[src/hdl/oebd_pkg.sv]
package oebd_pkg;

	localparam int TABLE_ENTRIES = 1024;
	localparam int SLOT_W = $clog2(TABLE_ENTRIES);

	localparam logic [2:0] OP_ACCEPT    = 3'd0;
	localparam logic [2:0] OP_MODIFY    = 3'd1;
	localparam logic [2:0] OP_REPLACE   = 3'd2;
	localparam logic [2:0] OP_TERMINATE = 3'd3;

	localparam logic [1:0] KIND_ADD    = 2'd0;
	localparam logic [1:0] KIND_MODIFY = 2'd1;
	localparam logic [1:0] KIND_REMOVE = 2'd2;

	typedef enum logic [2:0] {
		ST_CLEAR,
		ST_IDLE,
		ST_SCAN,
		ST_SCAN_END,
		ST_ERASE,
		ST_INSERT,
		ST_EMIT_REM,
		ST_EMIT_MAIN
	} state_t;

	typedef struct packed {
		logic                valid;
		logic [63:0]         order;
		logic [31:0]         instrument;
		logic                side;
		logic signed [63:0]  price;
	} entry_t;

	typedef struct packed {
		logic clear_wr;
		logic capture;
		logic scan_rd;
		logic erase;
		logic insert;
		logic load_rem;
		logic load_main;
	} cmd_t;

	typedef struct packed {
		logic idx_last;
		logic need_rem;
		logic need_ins;
		logic need_main;
		logic out_free;
	} status_t;

endpackage

[src/hdl/oebd_ctrl.sv]
module oebd_ctrl (
	input  logic               clk,
	input  logic               arst_n,
	input  logic               s_tvalid,
	output logic               s_tready,
	input  oebd_pkg::status_t  status,
	output oebd_pkg::cmd_t     cmd
);

	oebd_pkg::state_t state_q;
	oebd_pkg::state_t state_d;

	always_ff @(posedge clk or negedge arst_n) begin
		if (!arst_n) begin
			state_q <= oebd_pkg::ST_CLEAR;
		end else begin
			state_q <= state_d;
		end
	end

	always_comb begin
		state_d = state_q;
		unique case (state_q)
			oebd_pkg::ST_CLEAR: begin
				if (status.idx_last) state_d = oebd_pkg::ST_IDLE;
			end
			oebd_pkg::ST_IDLE: begin
				if (s_tvalid) state_d = oebd_pkg::ST_SCAN;
			end
			oebd_pkg::ST_SCAN: begin
				if (status.idx_last) state_d = oebd_pkg::ST_SCAN_END;
			end
			oebd_pkg::ST_SCAN_END: state_d = oebd_pkg::ST_ERASE;
			oebd_pkg::ST_ERASE:    state_d = oebd_pkg::ST_INSERT;
			oebd_pkg::ST_INSERT:   state_d = oebd_pkg::ST_EMIT_REM;
			oebd_pkg::ST_EMIT_REM: begin
				if (!status.need_rem || status.out_free) state_d = oebd_pkg::ST_EMIT_MAIN;
			end
			oebd_pkg::ST_EMIT_MAIN: begin
				if (!status.need_main || status.out_free) state_d = oebd_pkg::ST_IDLE;
			end
			default: state_d = oebd_pkg::ST_IDLE;
		endcase
	end

	always_comb begin
		cmd = '0;
		s_tready = 1'b0;
		unique case (state_q)
			oebd_pkg::ST_CLEAR:     cmd.clear_wr = 1'b1;
			oebd_pkg::ST_IDLE: begin
				s_tready = 1'b1;
				cmd.capture = s_tvalid;
			end
			oebd_pkg::ST_SCAN:      cmd.scan_rd = 1'b1;
			oebd_pkg::ST_SCAN_END:  cmd = '0;
			oebd_pkg::ST_ERASE:     cmd.erase = status.need_rem;
			oebd_pkg::ST_INSERT:    cmd.insert = status.need_ins;
			oebd_pkg::ST_EMIT_REM:  cmd.load_rem = status.need_rem && status.out_free;
			oebd_pkg::ST_EMIT_MAIN: cmd.load_main = status.need_main && status.out_free;
			default:                cmd = '0;
		endcase
	end

endmodule

[config.mk]
export PLATFORM = sky130hd
export DESIGN_NAME = oebd_ctrl
export DESIGN_NICKNAME = d
export VERILOG_FILES = /design/src/hdl/oebd_pkg.sv /design/src/hdl/oebd_ctrl.sv
export SDC_FILE = /design/constraint.sdc
export NUM_CORES = 1
export LEC_CHECK = 0
export BUFFER_PORTS_ARGS = -buffer_cell sky130_fd_sc_hd__buf_2
export CAP_MARGIN = 20
export CORE_AREA = 2 2 39 41
export CTS_CLUSTER_SIZE = 24
export DETAILED_ROUTE_END_ITERATION = 12
export DIE_AREA = 0 0 41 43
export PLACE_DENSITY = 0.4
export SLEW_MARGIN = 10
export SYNTH_ARGS = -nofsm -noshare
export SYNTH_HDL_FRONTEND = slang
export SYNTH_SLANG_ARGS = --single-unit
[constraint.sdc]
create_clock -name clk -period 3.8 [get_ports clk]
set_input_delay 0.19 -clock clk [delete_from_list [all_inputs] [get_ports clk]]
set_output_delay 0.19 -clock clk [all_outputs]
set_load 0.05 [all_outputs]
Word-level counts from Yosys, hierarchy flattened:

Cells that the tools add are included.

* logic and storage cells: 35
* input port bits: 8
* bits in registers: 3
* output and inout port bits: 8

* muxes and demuxes: 14
* reductions and logical operators: 8
* equality and inequality tests: 12

Operators with widths (count)
* 3-bit case mux with 8 select lines: 1
* 3-bit two-way mux: 5
* 3-bit == test, second input constant: 4
* 2-bit != test, second input constant: 5
* 1-bit two-way mux: 8
* 3-bit by 2-bit == test with 1-bit output, second input constant: 2
* 5-bit AND reduction: 1
* 3-bit by 1-bit == test with 1-bit output, second input constant: 1
* 3-bit zero test: 1
* 1-bit logical AND: 2
* 1-bit zero test: 2
* 1-bit logical OR: 2

Depth between registers and ports, before layout:

Gate-level depths: netlist of the first run.

* word-level depth: 4
* depth in mapped cells: 4
* mapped depth without buffers: 3

Worst setup path before layout of the first run:

OpenSTA, ideal clock, no wires.

* path type: reg-to-output
* start point: register state_q[2]
* end point: output cmd[5] (netlist bit)
* path buffers: 1
* data arrival time: 2348 ps
* setup slack: 1262 ps
* stages on the path, launching flop included: 4
* data required time: 3610 ps
* cells stage by stage: dfrtp_1 > clkbuf_1 > nor3b_1 > and2_1

RTL lines
* start: declaration: RTL line oebd_ctrl.sv:10 `oebd_pkg::state_t state_q;`
* start signal: assignment: RTL line oebd_ctrl.sv:15 `state_q <= oebd_pkg::ST_CLEAR;`
* start signal: assignment: RTL line oebd_ctrl.sv:17 `state_q <= state_d;`
* end: declaration: RTL line oebd_ctrl.sv:7 `output oebd_pkg::cmd_t cmd`

==> Implementation_results.wiki, run 1 <==
{| class="wikitable"
! Metric !! Value
|-
| Uppermost routed layer || met3
|-
| Die area || 1760 µm²
|-
| First-pass iteration count of the detailed router || 3
|-
| Highest-count cells in the layout ignoring fill and taps || sky130_fd_sc_hd__buf_2, sky130_fd_sc_hd__nor2_1, sky130_fd_sc_hd__nand2_1, sky130_fd_sc_hd__clkbuf_4, sky130_fd_sc_hd__dfrtp_1
|-
| FF-to-FF End || state_q[0]$_DFFE_PN0P_
|-
| Largest register FFs || 3
|-
| CTS sink cnt || 3
|-
| Critical path fanouts, max || 13
|-
| Final Cycle Share || 42.7%
|-
| Category of the critical setup timing path || flop to output pin
|-
| Leakage || 0.189 nW
|-
| Power per unit of standard cell area || 890 nW/µm²
|-
| Routed wl met2 || 321 µm
|-
| Count of vias placed by the detailed router || 301
|-
| Time the final worst path needs with I/O delays and setup || 1620 ps
|-
| Min-Delay Path Class || primary input to async pin
|-
| Clock transition at the registers of the reported paths || 40 ps
|-
| Sequential element share of the synthesized area || 28.8%
|-
| Cts repair resizes || 0
|-
| Reg2Reg Depth || 3
|-
| Hold Slack || ~290 ps
|-
| Area leader, netlist || sky130_fd_sc_hd__dfrtp_1
|-
| Routed length on met3 || 35 µm
|-
| TritonCTS clock tree || built
|-
| Area of the core region || 1380 µm²
|-
| CTS H-tree depth || 1
|-
| Reg2reg setup slack || 2290 ps
|-
| Total clock buffers created by CTS || 3
|-
| Buffers added on ports || 15
|-
| Global-route wire length before repair || 938 µm
|-
| Largest registers in the final layout || state_q (3)
|-
| Mean routed wirelength per cell || 9.57 µm
|-
| Area grow syn2layout || 45.2%
|-
| DRC errors left || 0
|-
| Instance count of the mapped netlist || 34
|-
| Via density || around 4.5
|-
| Worst slew margin relative to its limit || 75.5%
|-
| Antenna Cells || 0
|-
| Filler cell count || 157
|-
| Final Cell Area || 378 µm²
|-
| Transition time at the pin with the least slew margin || 368 ps
|-
| Arrival time at the worst endpoint || 1430 ps
|-
| Maximum number of pins on one net before global-route repair || 14
|-
| Most common cell after layout, fill and taps aside || sky130_fd_sc_hd__buf_2
|-
| Footprint of the multi-input gates || about 170 µm²
|-
| Initial antenna violation count || 0
|-
| Post-cts hold buffer count || 1
|-
| Peak VDD IR || 0.150 mV
|-
| Cell area after synthesis || 260 µm²
|-
| Antenna-violating nets left || 0
|-
| Effective utilization at floorplan || 18.8%
|-
| Total gr overflow || 0
|-
| Net count after synthesis || 42
|-
| Aggregate global-route resource usage || 7.83%
|-
| Post-CTS setup buffer count || 0
|-
| Final net count || 60
|-
| Crit path from || state_q[0]$_DFFE_PN0P_
|-
| Worst path required time || 3610 ps
|-
| Flip-flop and latch count after synthesis || 3
|-
| Final sum of negative setup slack || 0 ps
|-
| Source of the worst register-to-register timing path || state_q[0]$_DFFE_PN0P_
|-
| Largest clock skew in the final design || 3.28 ps
|-
| Buffer depth of the longest clock path || 2
|-
| Number of placement rows || 14
|-
| X dimension of the die || between 40 and 50 µm
|-
| Detailed-routing wirelength on met1 || 284 µm
|-
| Endpoint class of the critical path || output pin
|-
| Vertical die dimension || 43 µm
|-
| Unrepaired setup endpoints after global routing || false
|-
| FF+latch area || approximately 75 µm²
|-
| Total cell area at the placement stage || 342 µm²
|-
| Finish-stage setup viols || 0
|-
| DR iter-0 viols || 1
|-
| Share of Yosys cell area claimed by the top area cell type || 28.8%
|-
| Clock latency of the later-clocked register in the worst-skew pair || 230 ps
|-
| Yosys warning count || 0
|-
| DRT Wirelength || 641 µm
|-
| Avg Synthesized Cell Area || 7.65 µm²
|-
| Final hold violation count || 0
|-
| Buffer cell driving the clock tree root || sky130_fd_sc_hd__clkbuf_4
|-
| Final-report max-slew violation count || 0
|-
| Half-perimeter wire length after detailed placement || between 500 and 600 µm
|-
| GP Congestion || 0.718
|-
| Share of layout cells above drive strength 1 || between 30% and 40%
|-
| Status || finished clean
|-
| MaxCap Viol Count || 0
|-
| Biggest area contributors in the synthesized netlist || sky130_fd_sc_hd__dfrtp_1, sky130_fd_sc_hd__nor2_1, sky130_fd_sc_hd__nor3b_1
|-
| Biggest register || state_q
|-
| Critical path destination || cmd[3]
|-
| Crit start category || flop
|-
| Boundary Pins || 16
|-
| Vias in the first global route || 256
|-
| Count of distinct cell types in the synthesized netlist || 23
|-
| Maximum clock frequency || 0.616 GHz
|}
## how the worst min path moves through the flow
stage / startpoint / endpoint / slack, ps / depth (start not counted)
floorplan: arst_n / state_q[0]$_DFFE_PN0P_ / -110 / 0
CTS: arst_n / state_q[2]$_DFFE_PN0P_ / 270 / 2
detailed placement: arst_n / state_q[0]$_DFFE_PN0P_ / -10 / 1
global placement: arst_n / state_q[0]$_DFFE_PN0P_ / -10 / 1
finish: arst_n / state_q[2]$_DFFE_PN0P_ / 290 / 2
global route: arst_n / state_q[0]$_DFFE_PN0P_ / 300 / 2
## power breakdown
group / leakage (nW) / internal [W] / switching [W]
combinational: 0.140 / 0.0000697 / 0.000115
clock: 0.0150 / 0.0000392 / 0.0000148
sequential: 0.0338 / 0.0000488 / 0.0000483
## synth_stat cells
cell type and count:
sky130_fd_sc_hd__a21oi_1 2, sky130_fd_sc_hd__or2b_1 1, sky130_fd_sc_hd__mux2i_1 1, sky130_fd_sc_hd__inv_2 1
sky130_fd_sc_hd__buf_2 2, sky130_fd_sc_hd__dfrtp_1 3, sky130_fd_sc_hd__nor2_1 4, sky130_fd_sc_hd__and3_1 1
sky130_fd_sc_hd__or3_4 1, sky130_fd_sc_hd__o31ai_1 1, sky130_fd_sc_hd__clkbuf_1 1, sky130_fd_sc_hd__or3_1 1
sky130_fd_sc_hd__nor3_1 2, sky130_fd_sc_hd__and2_1 1, sky130_fd_sc_hd__o311a_1 1, sky130_fd_sc_hd__a221o_1 1
sky130_fd_sc_hd__nand3_1 1, sky130_fd_sc_hd__nand2b_1 1, sky130_fd_sc_hd__a31oi_1 1, sky130_fd_sc_hd__o21a_1 1
sky130_fd_sc_hd__nor3b_1 2, sky130_fd_sc_hd__nand2_1 3, sky130_fd_sc_hd__nor2b_1 1
## metal layers
layer / vias to the layer above / global-route usage [%]
met5: - / 0
met4: 0 / 4.00
met3: 0 / 1.57
met2: 10 / 13.8
met1: 136 / 8.04
li1: 155 / -
## through the flow
step / utilization (%) / instances / power, W / setup WS (ps)
5_1_grt: 27.3 / 67 / 0.000366 / 2040
4_1_cts: 27.3 / 67 / 0.000343 / 2160
3_3_place_gp: 24.7 / 62 / 0.000288 / 2240
3_5_place_dp: 24.7 / 62 / 0.000284 / 2290
6_report: 27.3 / 67 / 0.000336 / 2180
2_1_floorplan: - / 34 / 0.000250 / 1260
## final cells by class
type                    count  area share [%]
inverters                   1           0.993
well taps                  16            5.30
multi-input cells          27            44.4
repair buffers             16            22.5
flip-flops and latches      3            19.9
clock buffers               4            6.95
## kinds of logic (layout without fill, tap and decap cells)
family	count (synthesis)	in the layout	synth area share, %
multiplexers	1	1	3.85
AO/OA/AOI/OAI	7	7	19.7
flip-flops	3	3	28.8
AND/OR/NAND/NOR	19	19	40.9
buffers and inverters	4	21	6.73
## critical path, stage by stage, from the launching register on
cell and delay, ps:
sky130_fd_sc_hd__dfrtp_1 500, sky130_fd_sc_hd__nand2b_1 240, sky130_fd_sc_hd__nor3b_1 180, sky130_fd_sc_hd__buf_2 290
(Power assumes the default switching activity.)
==> run 2, diff against run 1 <==
Clock period 3.8 ns to 1.65 ns, I/O delays scaled along.
==> run 2 against run 1 <==
Sequential share of layout area down 1.8 points; setup slack lost 2000 ps; combinational power rose to 3.2 times the previous value.
==> Implementation_results.wiki, run 2 (synthesis results as in run 1) <==
{| class="wikitable"
! Metric !! Value
|-
| Peak VDD IR || 0.561 mV (+270%)
|-
| Category of the critical setup timing path || flop to output pin
|-
| Biggest register || state_q
|-
| DR iter-0 viols || 2 (+1)
|-
| Clock transition at the registers of the reported paths || 40 ps (about the same)
|-
| Vertical die dimension || 43 µm (unchanged)
|-
| Buffers added on ports || 15 (unchanged)
|-
| Via density || 4.53 (+0.80%)
|-
| Transition time at the pin with the least slew margin || 249 ps (-119 ps)
|-
| Aggregate global-route resource usage || 10.1% (+2.2 points)
|-
| Die area || 1760 µm² (unchanged)
|-
| Top Family by Delay on Critical Path || buffers and inverters
|-
| Share of layout cells above drive strength 1 || 46.3% (+7.1 points)
|-
| Post-Layout Cell Count || 70 (+4.5%)
|-
| Power Total || 0.000871 W (+160%)
|-
| Buffer cell driving the clock tree root || sky130_fd_sc_hd__clkbuf_4
|-
| Unrepaired setup endpoints after global routing || false
|-
| Leakage || 0.209 nW (+11%)
|-
| Boundary Pins || 16 (unchanged)
|-
| Clock latency of the later-clocked register in the worst-skew pair || 240 ps (about the same)
|-
| First-pass iteration count of the detailed router || 2 (-1)
|-
| Buffer depth of the longest clock path || 2 (unchanged)
|-
| Critical path fanouts, max || 7 (-6)
|-
| TritonCTS clock tree || built
|-
| Largest clock skew in the final design || 0.161 ps (-3.12 ps)
|-
| DRC errors left || 0 (unchanged)
|-
| Status || finished clean
|-
| Highest-count cells in the layout ignoring fill and taps || sky130_fd_sc_hd__buf_2, sky130_fd_sc_hd__nor2_1
|-
| Total clock buffers created by CTS || 3 (unchanged)
|-
| Worst path required time || 1570 ps (-2040 ps)
|-
| Area of the core region || 1380 µm² (unchanged)
|-
| DRT Wirelength || 697 µm (+8.7%)
|-
| Finish-stage setup viols || 0 (unchanged)
|-
| Min-Delay Path Class || primary input to async pin
|-
| Final Cell Area || 417 µm² (+10%)
|-
| Arrival time at the worst endpoint || 1400 ps (-30 ps)
|-
| Final Cycle Share || about nine tenths
|-
| Placed Instances || 65 (+4.8%)
|-
| CTS H-tree depth || 1 (unchanged)
|-
| MaxCap Viol Count || 0 (unchanged)
|-
| GP Congestion || 0.779 (+8.6%)
|-
| Global-route wire length before repair || 1.15 mm (+23%)
|-
| Crit start category || flop
|-
| Area grow syn2layout || 60.1%
|-
| Final hold violation count || 0 (unchanged)
|-
| Mean routed wirelength per cell || 9.96 µm (+4.1%)
|-
| Power per unit of standard cell area || 2090 nW/µm² (+130%)
|-
| Reg2Reg Depth || 3 (unchanged)
|-
| Count of vias placed by the detailed router || 317 (+5.3%)
|-
| Number of placement rows || 14 (unchanged)
|-
| X dimension of the die || 41 µm (unchanged)
|-
| Maximum number of pins on one net before global-route repair || 12 (-2)
|-
| Most common cell after layout, fill and taps aside || sky130_fd_sc_hd__buf_2
|-
| Worst slew margin relative to its limit || 83.5% (+8.0 points)
|-
| Final-report max-slew violation count || 0 (unchanged)
|-
| CTS sink cnt || 3 (unchanged)
|-
| Initial antenna violation count || 0 (unchanged)
|-
| Antenna Cells || 0 (unchanged)
|-
| Endpoint class of the critical path || output pin
|-
| Effective utilization at floorplan || 18.8% (unchanged)
|-
| Logic depth of the worst path, buffers included || 4 (+1)
|-
| Final net count || 63 (+5.0%)
|-
| Worst-path cell chain || buf_4 -> nor3b_4 -> and2_1 -> buf_2
|-
| Maximum single-stage delay on the critical path || 430 ps (-70 ps)
|-
| Half-perimeter wire length after detailed placement || 549 µm (+7.7%)
|-
| Total gr overflow || 0 (unchanged)
|-
| Time the final worst path needs with I/O delays and setup || between 1000 and 1500 ps
|-
| Filler cell count || 166 (+5.7%)
|-
| Largest register FFs || 3 (unchanged)
|-
| Largest registers in the final layout || state_q (3)
|-
| Count of buffer and inverter cells on the critical path || 2 (+1)
|-
| Slowest cell on crit path || sky130_fd_sc_hd__dfrtp_1
|-
| Hold Slack || 174 ps (-113 ps)
|-
| Total cell area at the placement stage || 380 µm² (+11%)
|-
| Vias in the first global route || 284 (+11%)
|-
| Antenna-violating nets left || 0 (unchanged)
|-
| Maximum clock frequency || 0.673 GHz
|-
| Cts repair resizes || 0 (unchanged)
|}
[run 2: routing by layer]
metal  track usage (%)  vias to the layer above  wire length, µm
met1              12.3                      139              309
met4              8.00                        0               22
met5                 0                        -                0
met3              3.14                        3               47
li1                  -                      164                -
met2              13.8                       11              318
[run 2: what timing repair did]
item                                   in CTS  in global routing
endpoints found under the hold margin       3                  0
hold buffers                                1                  0
setup buffers                               0                  0
[run 2: layout make-up]
cell class                      count  area (µm²)  share of cell area, %
Sequential cell                     3        75.1                   18.0
Tap cell                           16        20.0                   4.80
Multi-Input combinational cell     27         184                   44.1
Clock buffer                        4        26.3                   6.31
Inverter                            1        3.75                  0.901
Timing Repair Buffer               19         108                   25.8
[run 2: report_power, final]
group          internal (W)  switching (W)
Combinational      0.000222       0.000366
Clock             0.0000908      0.0000415
Sequential         0.000114      0.0000372
Total              0.000427       0.000444
[run 2: through the flow]
step / setup TNS (ps) / setup WS, ps / util [%]
finish: 0 / 164 / 30.1
global route: 0 / 77.5 / 30.1
CTS: 0 / 149 / 30.1
detailed placement: 0 / 287 / 27.5
global placement: 0 / 306 / 27.5
floorplan: -308 / -127 / -
[run 2: final timing paths]
kind	start	slack [ps]	endpoint
worst max-delay path	state_q[1]$_DFFE_PN0P_	160	cmd[5]
max in group asynchronous	arst_n	1370	state_q[1]$_DFFE_PN0P_
worst min-delay path	arst_n	170	state_q[0]$_DFFE_PN0P_
worst min register to register	state_q[2]$_DFFE_PN0P_	670	state_q[2]$_DFFE_PN0P_
worst max register to register	state_q[1]$_DFFE_PN0P_	300	state_q[0]$_DFFE_PN0P_
min in group clk	status[0]	190	state_q[2]$_DFFE_PN0P_
[run 2: worst register-to-register path: cells and delay by family, from the launching register on]
kind,cells,cell delay (ps)
AO/OA/AOI/OAI,1,320
AND/OR/NAND/NOR,2,490
flip-flops,1,430
==> run 3, diff against run 2 <==
--- a/config.mk
+++ b/config.mk
@@ -12,5 +12,7 @@
 export DETAILED_ROUTE_END_ITERATION = 12
 export DIE_AREA = 0 0 41 43
+export GPL_ROUTABILITY_DRIVEN = 1
 export PLACE_DENSITY = 0.4
+export SETUP_SLACK_MARGIN = 0.02
 export SLEW_MARGIN = 10
 export SYNTH_ARGS = -nofsm -noshare
==> constraint.sdc (replaced) <==
create_clock -name clk -period 1.65 [get_ports clk]
set_input_delay 0.33 -clock clk [delete_from_list [all_inputs] [get_ports clk]]
set_output_delay 0.33 -clock clk [all_outputs]
set_load 0.05 [all_outputs]
==> run 3 against run 2 <==
Utilization is 2.4 points higher; clock skew increased by 1.4 ps; fmax fell by 5.6%; clock power shrank 3%; critical endpoint unchanged.
==> Implementation_results.wiki, run 3 (synthesis results as in run 1) <==
{| class="wikitable"
! Metric !! Value
|-
| Share of layout cells above drive strength 1 || 59.3% (+13 points)
|-
| Half-perimeter wire length after detailed placement || 533 µm (-2.9%)
|-
| Post-Layout Cell Count || 70 (unchanged)
|-
| DRT Wirelength || 695 µm (-0.29%)
|-
| Routed wl met2 || 354 µm (+11%)
|-
| Fraction of power spent switching nets || 50.1% (-0.91 points)
|-
| Area of the core region || 1380 µm² (unchanged)
|-
| Worst-path cell chain || nor3b_4 -> and2_1 -> buf_4
|-
| Time the final worst path needs with I/O delays and setup || 1570 ps (+87.9 ps)
|-
| Antenna Cells || 0 (unchanged)
|-
| Buffers added on ports || 15 (unchanged)
|-
| Largest clock skew in the final design || 1.57 ps (+1.41 ps)
|-
| Maximum single-stage delay on the critical path || 470 ps (+40 ps)
|-
| Status || finished clean
|-
| Number of placement rows || 14 (unchanged)
|-
| Final Cell Area || 450 µm² (+8.1%)
|-
| Largest register FFs || 3 (unchanged)
|-
| Top Family by Delay on Critical Path || flip-flops
|-
| Sequential group share of total power || 23.0% (+5.7 points)
|-
| FF-to-FF End || state_q[0]$_DFFE_PN0P_
|-
| Finish-stage setup viols || 0 (unchanged)
|-
| Power per unit of standard cell area || 2030 nW/µm² (-2.7%)
|-
| Vertical die dimension || 43 µm (unchanged)
|-
| Leakage || 0.214 nW (+2.0%)
|-
| Total gr overflow || 0 (unchanged)
|-
| Arrival time at the worst endpoint || 1240 ps (-160 ps)
|-
| Buffer cell driving the clock tree root || sky130_fd_sc_hd__clkbuf_4
|-
| Most common cell after layout, fill and taps aside || sky130_fd_sc_hd__buf_2
|-
| Via density || 4.63 (+2.2%)
|-
| Total cell area at the placement stage || 380 µm² (unchanged)
|-
| Clock transition at the registers of the reported paths || 40 ps (about the same)
|-
| Clock Power Share || 13.9% (-1.3 points)
|-
| Pre-CTS setup slack || 116 ps (-171 ps)
|-
| Slowest cell on crit path || sky130_fd_sc_hd__dfrtp_2
|-
| CTS sink cnt || 3 (unchanged)
|-
| Endpoint class of the critical path || output pin
|-
| GP Congestion || 0.815 (+4.5%)
|-
| CTS H-tree depth || 1 (unchanged)
|-
| Antenna-violating nets left || 0 (unchanged)
|-
| DRC errors left || 0 (unchanged)
|-
| Largest registers in the final layout || state_q (3)
|-
| Mean routed wirelength per cell || 9.93 µm (-0.29%)
|-
| Total clock buffers created by CTS || 3 (unchanged)
|-
| Crit start category || flop
|-
| Part of the power in combinational logic || 63.1% (-4.4 points)
|-
| Biggest register || state_q
|-
| First-pass iteration count of the detailed router || 2 (unchanged)
|-
| Detailed-routing wirelength on met1 || 299 µm (-3.2%)
|-
| Effective utilization at floorplan || 18.8% (unchanged)
|-
| Final worst-path setup slack || 76.4 ps (-87.9 ps)
|-
| Crit path from || state_q[2]$_DFFE_PN0P_
|-
| Transition time at the pin with the least slew margin || 203 ps (-46.1 ps)
|-
| Source of the worst register-to-register timing path || state_q[1]$_DFFE_PN0P_
|-
| Critical path fanouts, max || 9 (+2)
|-
| Reg2reg setup slack || 120 ps (-180 ps)
|-
| Count of vias placed by the detailed router || 324 (+2.2%)
|-
| Final-report max-slew violation count || 0 (unchanged)
|-
| Worst slew margin relative to its limit || 86.1% (+2.6 points)
|-
| Category of the critical setup timing path || flop to output pin
|-
| Critical path destination || cmd[5]
|-
| DR iter-0 viols || 6 (+4)
|-
| Net switching power figure || 0.000459 W (+3.3%)
|-
| Maximum number of pins on one net before global-route repair || 10 (-2)
|-
| Final net count || 63 (unchanged)
|-
| MaxCap Viol Count || 0 (unchanged)
|-
| Final Cycle Share || 95.4% (+5.3 points)
|-
| Count of buffer and inverter cells on the critical path || 1 (-1)
|-
| Boundary Pins || 16 (unchanged)
|-
| Internal power component || 0.000457 W (+7.1%)
|-
| Placed Instances || 64 (-1.5%)
|-
| Finished Core Util || 32.5% (+2.4 points)
|-
| Reg2Reg Depth || 4 (+1)
|-
| Uppermost routed layer || met3
|-
| Min-Delay Path Class || primary input to async pin
|-
| Area grow syn2layout || 73.1%
|-
| Highest-count cells in the layout ignoring fill and taps || sky130_fd_sc_hd__buf_2, sky130_fd_sc_hd__buf_4
|-
| Final hold violation count || 0 (unchanged)
|-
| Logic depth of the worst path, buffers included || 3 (-1)
|-
| Clock latency of the later-clocked register in the worst-skew pair || 230 ps (about the same)
|-
| Worst path required time || 1320 ps (-250 ps)
|-
| TritonCTS clock tree || built
|-
| X dimension of the die || 41 µm (unchanged)
|-
| Peak VDD IR || 0.701 mV (+25%)
|-
| Routed length on met3 || 41 µm (-13%)
|-
| Unrepaired setup endpoints after global routing || true
|-
| Initial antenna violation count || 0 (unchanged)
|-
| Buffer depth of the longest clock path || 2 (unchanged)
|-
| Maximum clock frequency || 0.635 GHz (-5.6%)
|-
| Die area || 1760 µm² (unchanged)
|-
| Global-route wire length before repair || 1.08 mm (-6.0%)
|-
| Vias in the first global route || 319 (+12%)
|-
| Aggregate global-route resource usage || 8.96% (-1.1 points)
|}
==> run 3: cell types whose count changed in the layout (fill, tap and decap cells not counted), sizes merged <==
cell | before | now
buf | 18 | 17
clkbuf | 4 | 5
==> run 3: through the flow <==
step                      hold slack, ps  setup TNS, ps  power [W]
final                                422              0   0.000916
after global routing                 413              0   0.000987
after CTS                            412              0   0.000903
after detailed placement             128              0   0.000734
after global placement               131              0   0.000743
after floorplan                     34.4          -1100   0.000619
==> run 3: final cells by class <==
type	instances	area [µm²]
clock buffer	4	26.3
fill	148	933
inverter	1	3.75
multi-input combinational	27	199
sequential	3	78.8
tap	16	20.0
timing repair buffer	19	123
==> run 3: layer usage <==
| metal | GRT usage [%] | vias up |
|---|---|---|
| li1 | - | 162 |
| met1 | 8.44 | 151 |
| met2 | 14.7 | 11 |
| met3 | 2.62 | 0 |
| met4 | 7.33 | 0 |
| met5 | 0 | - |
==> run 3: worst min-delay path by stage <==
stage / from / endpoint / slack [ps] / cells past startpoint
5_1_grt: arst_n / state_q[0]$_DFFE_PN0P_ / 410 / 2
2_1_floorplan: arst_n / state_q[0]$_DFFE_PN0P_ / 30 / 0
4_1_cts: arst_n / state_q[0]$_DFFE_PN0P_ / 410 / 2
3_3_place_gp: arst_n / state_q[1]$_DFFE_PN0P_ / 130 / 1
6_report: arst_n / state_q[0]$_DFFE_PN0P_ / 420 / 2
3_5_place_dp: arst_n / state_q[1]$_DFFE_PN0P_ / 130 / 1
==> run 3: what timing repair did <==
item	CTS	global route
gates resized for setup	7	4
setup buffers	1	0
endpoints found under the setup margin	7	5
pin swaps	0	0
endpoints found under the hold margin	3	0
hold buffers	1	0
==> run 3: power groups by stage <==
| stage | combinational (W) | clock, W | sequential (W) |
|---|---|---|---|
| 3_3_place_gp | 0.000525 | 0 | 0.000218 |
| 5_1_grt | 0.000626 | 0.000141 | 0.000220 |
| 2_1_floorplan | 0.000483 | 0 | 0.000136 |
| 6_report | 0.000578 | 0.000128 | 0.000211 |
| 4_1_cts | 0.000562 | 0.000135 | 0.000207 |
| 3_5_place_dp | 0.000519 | 0 | 0.000215 |
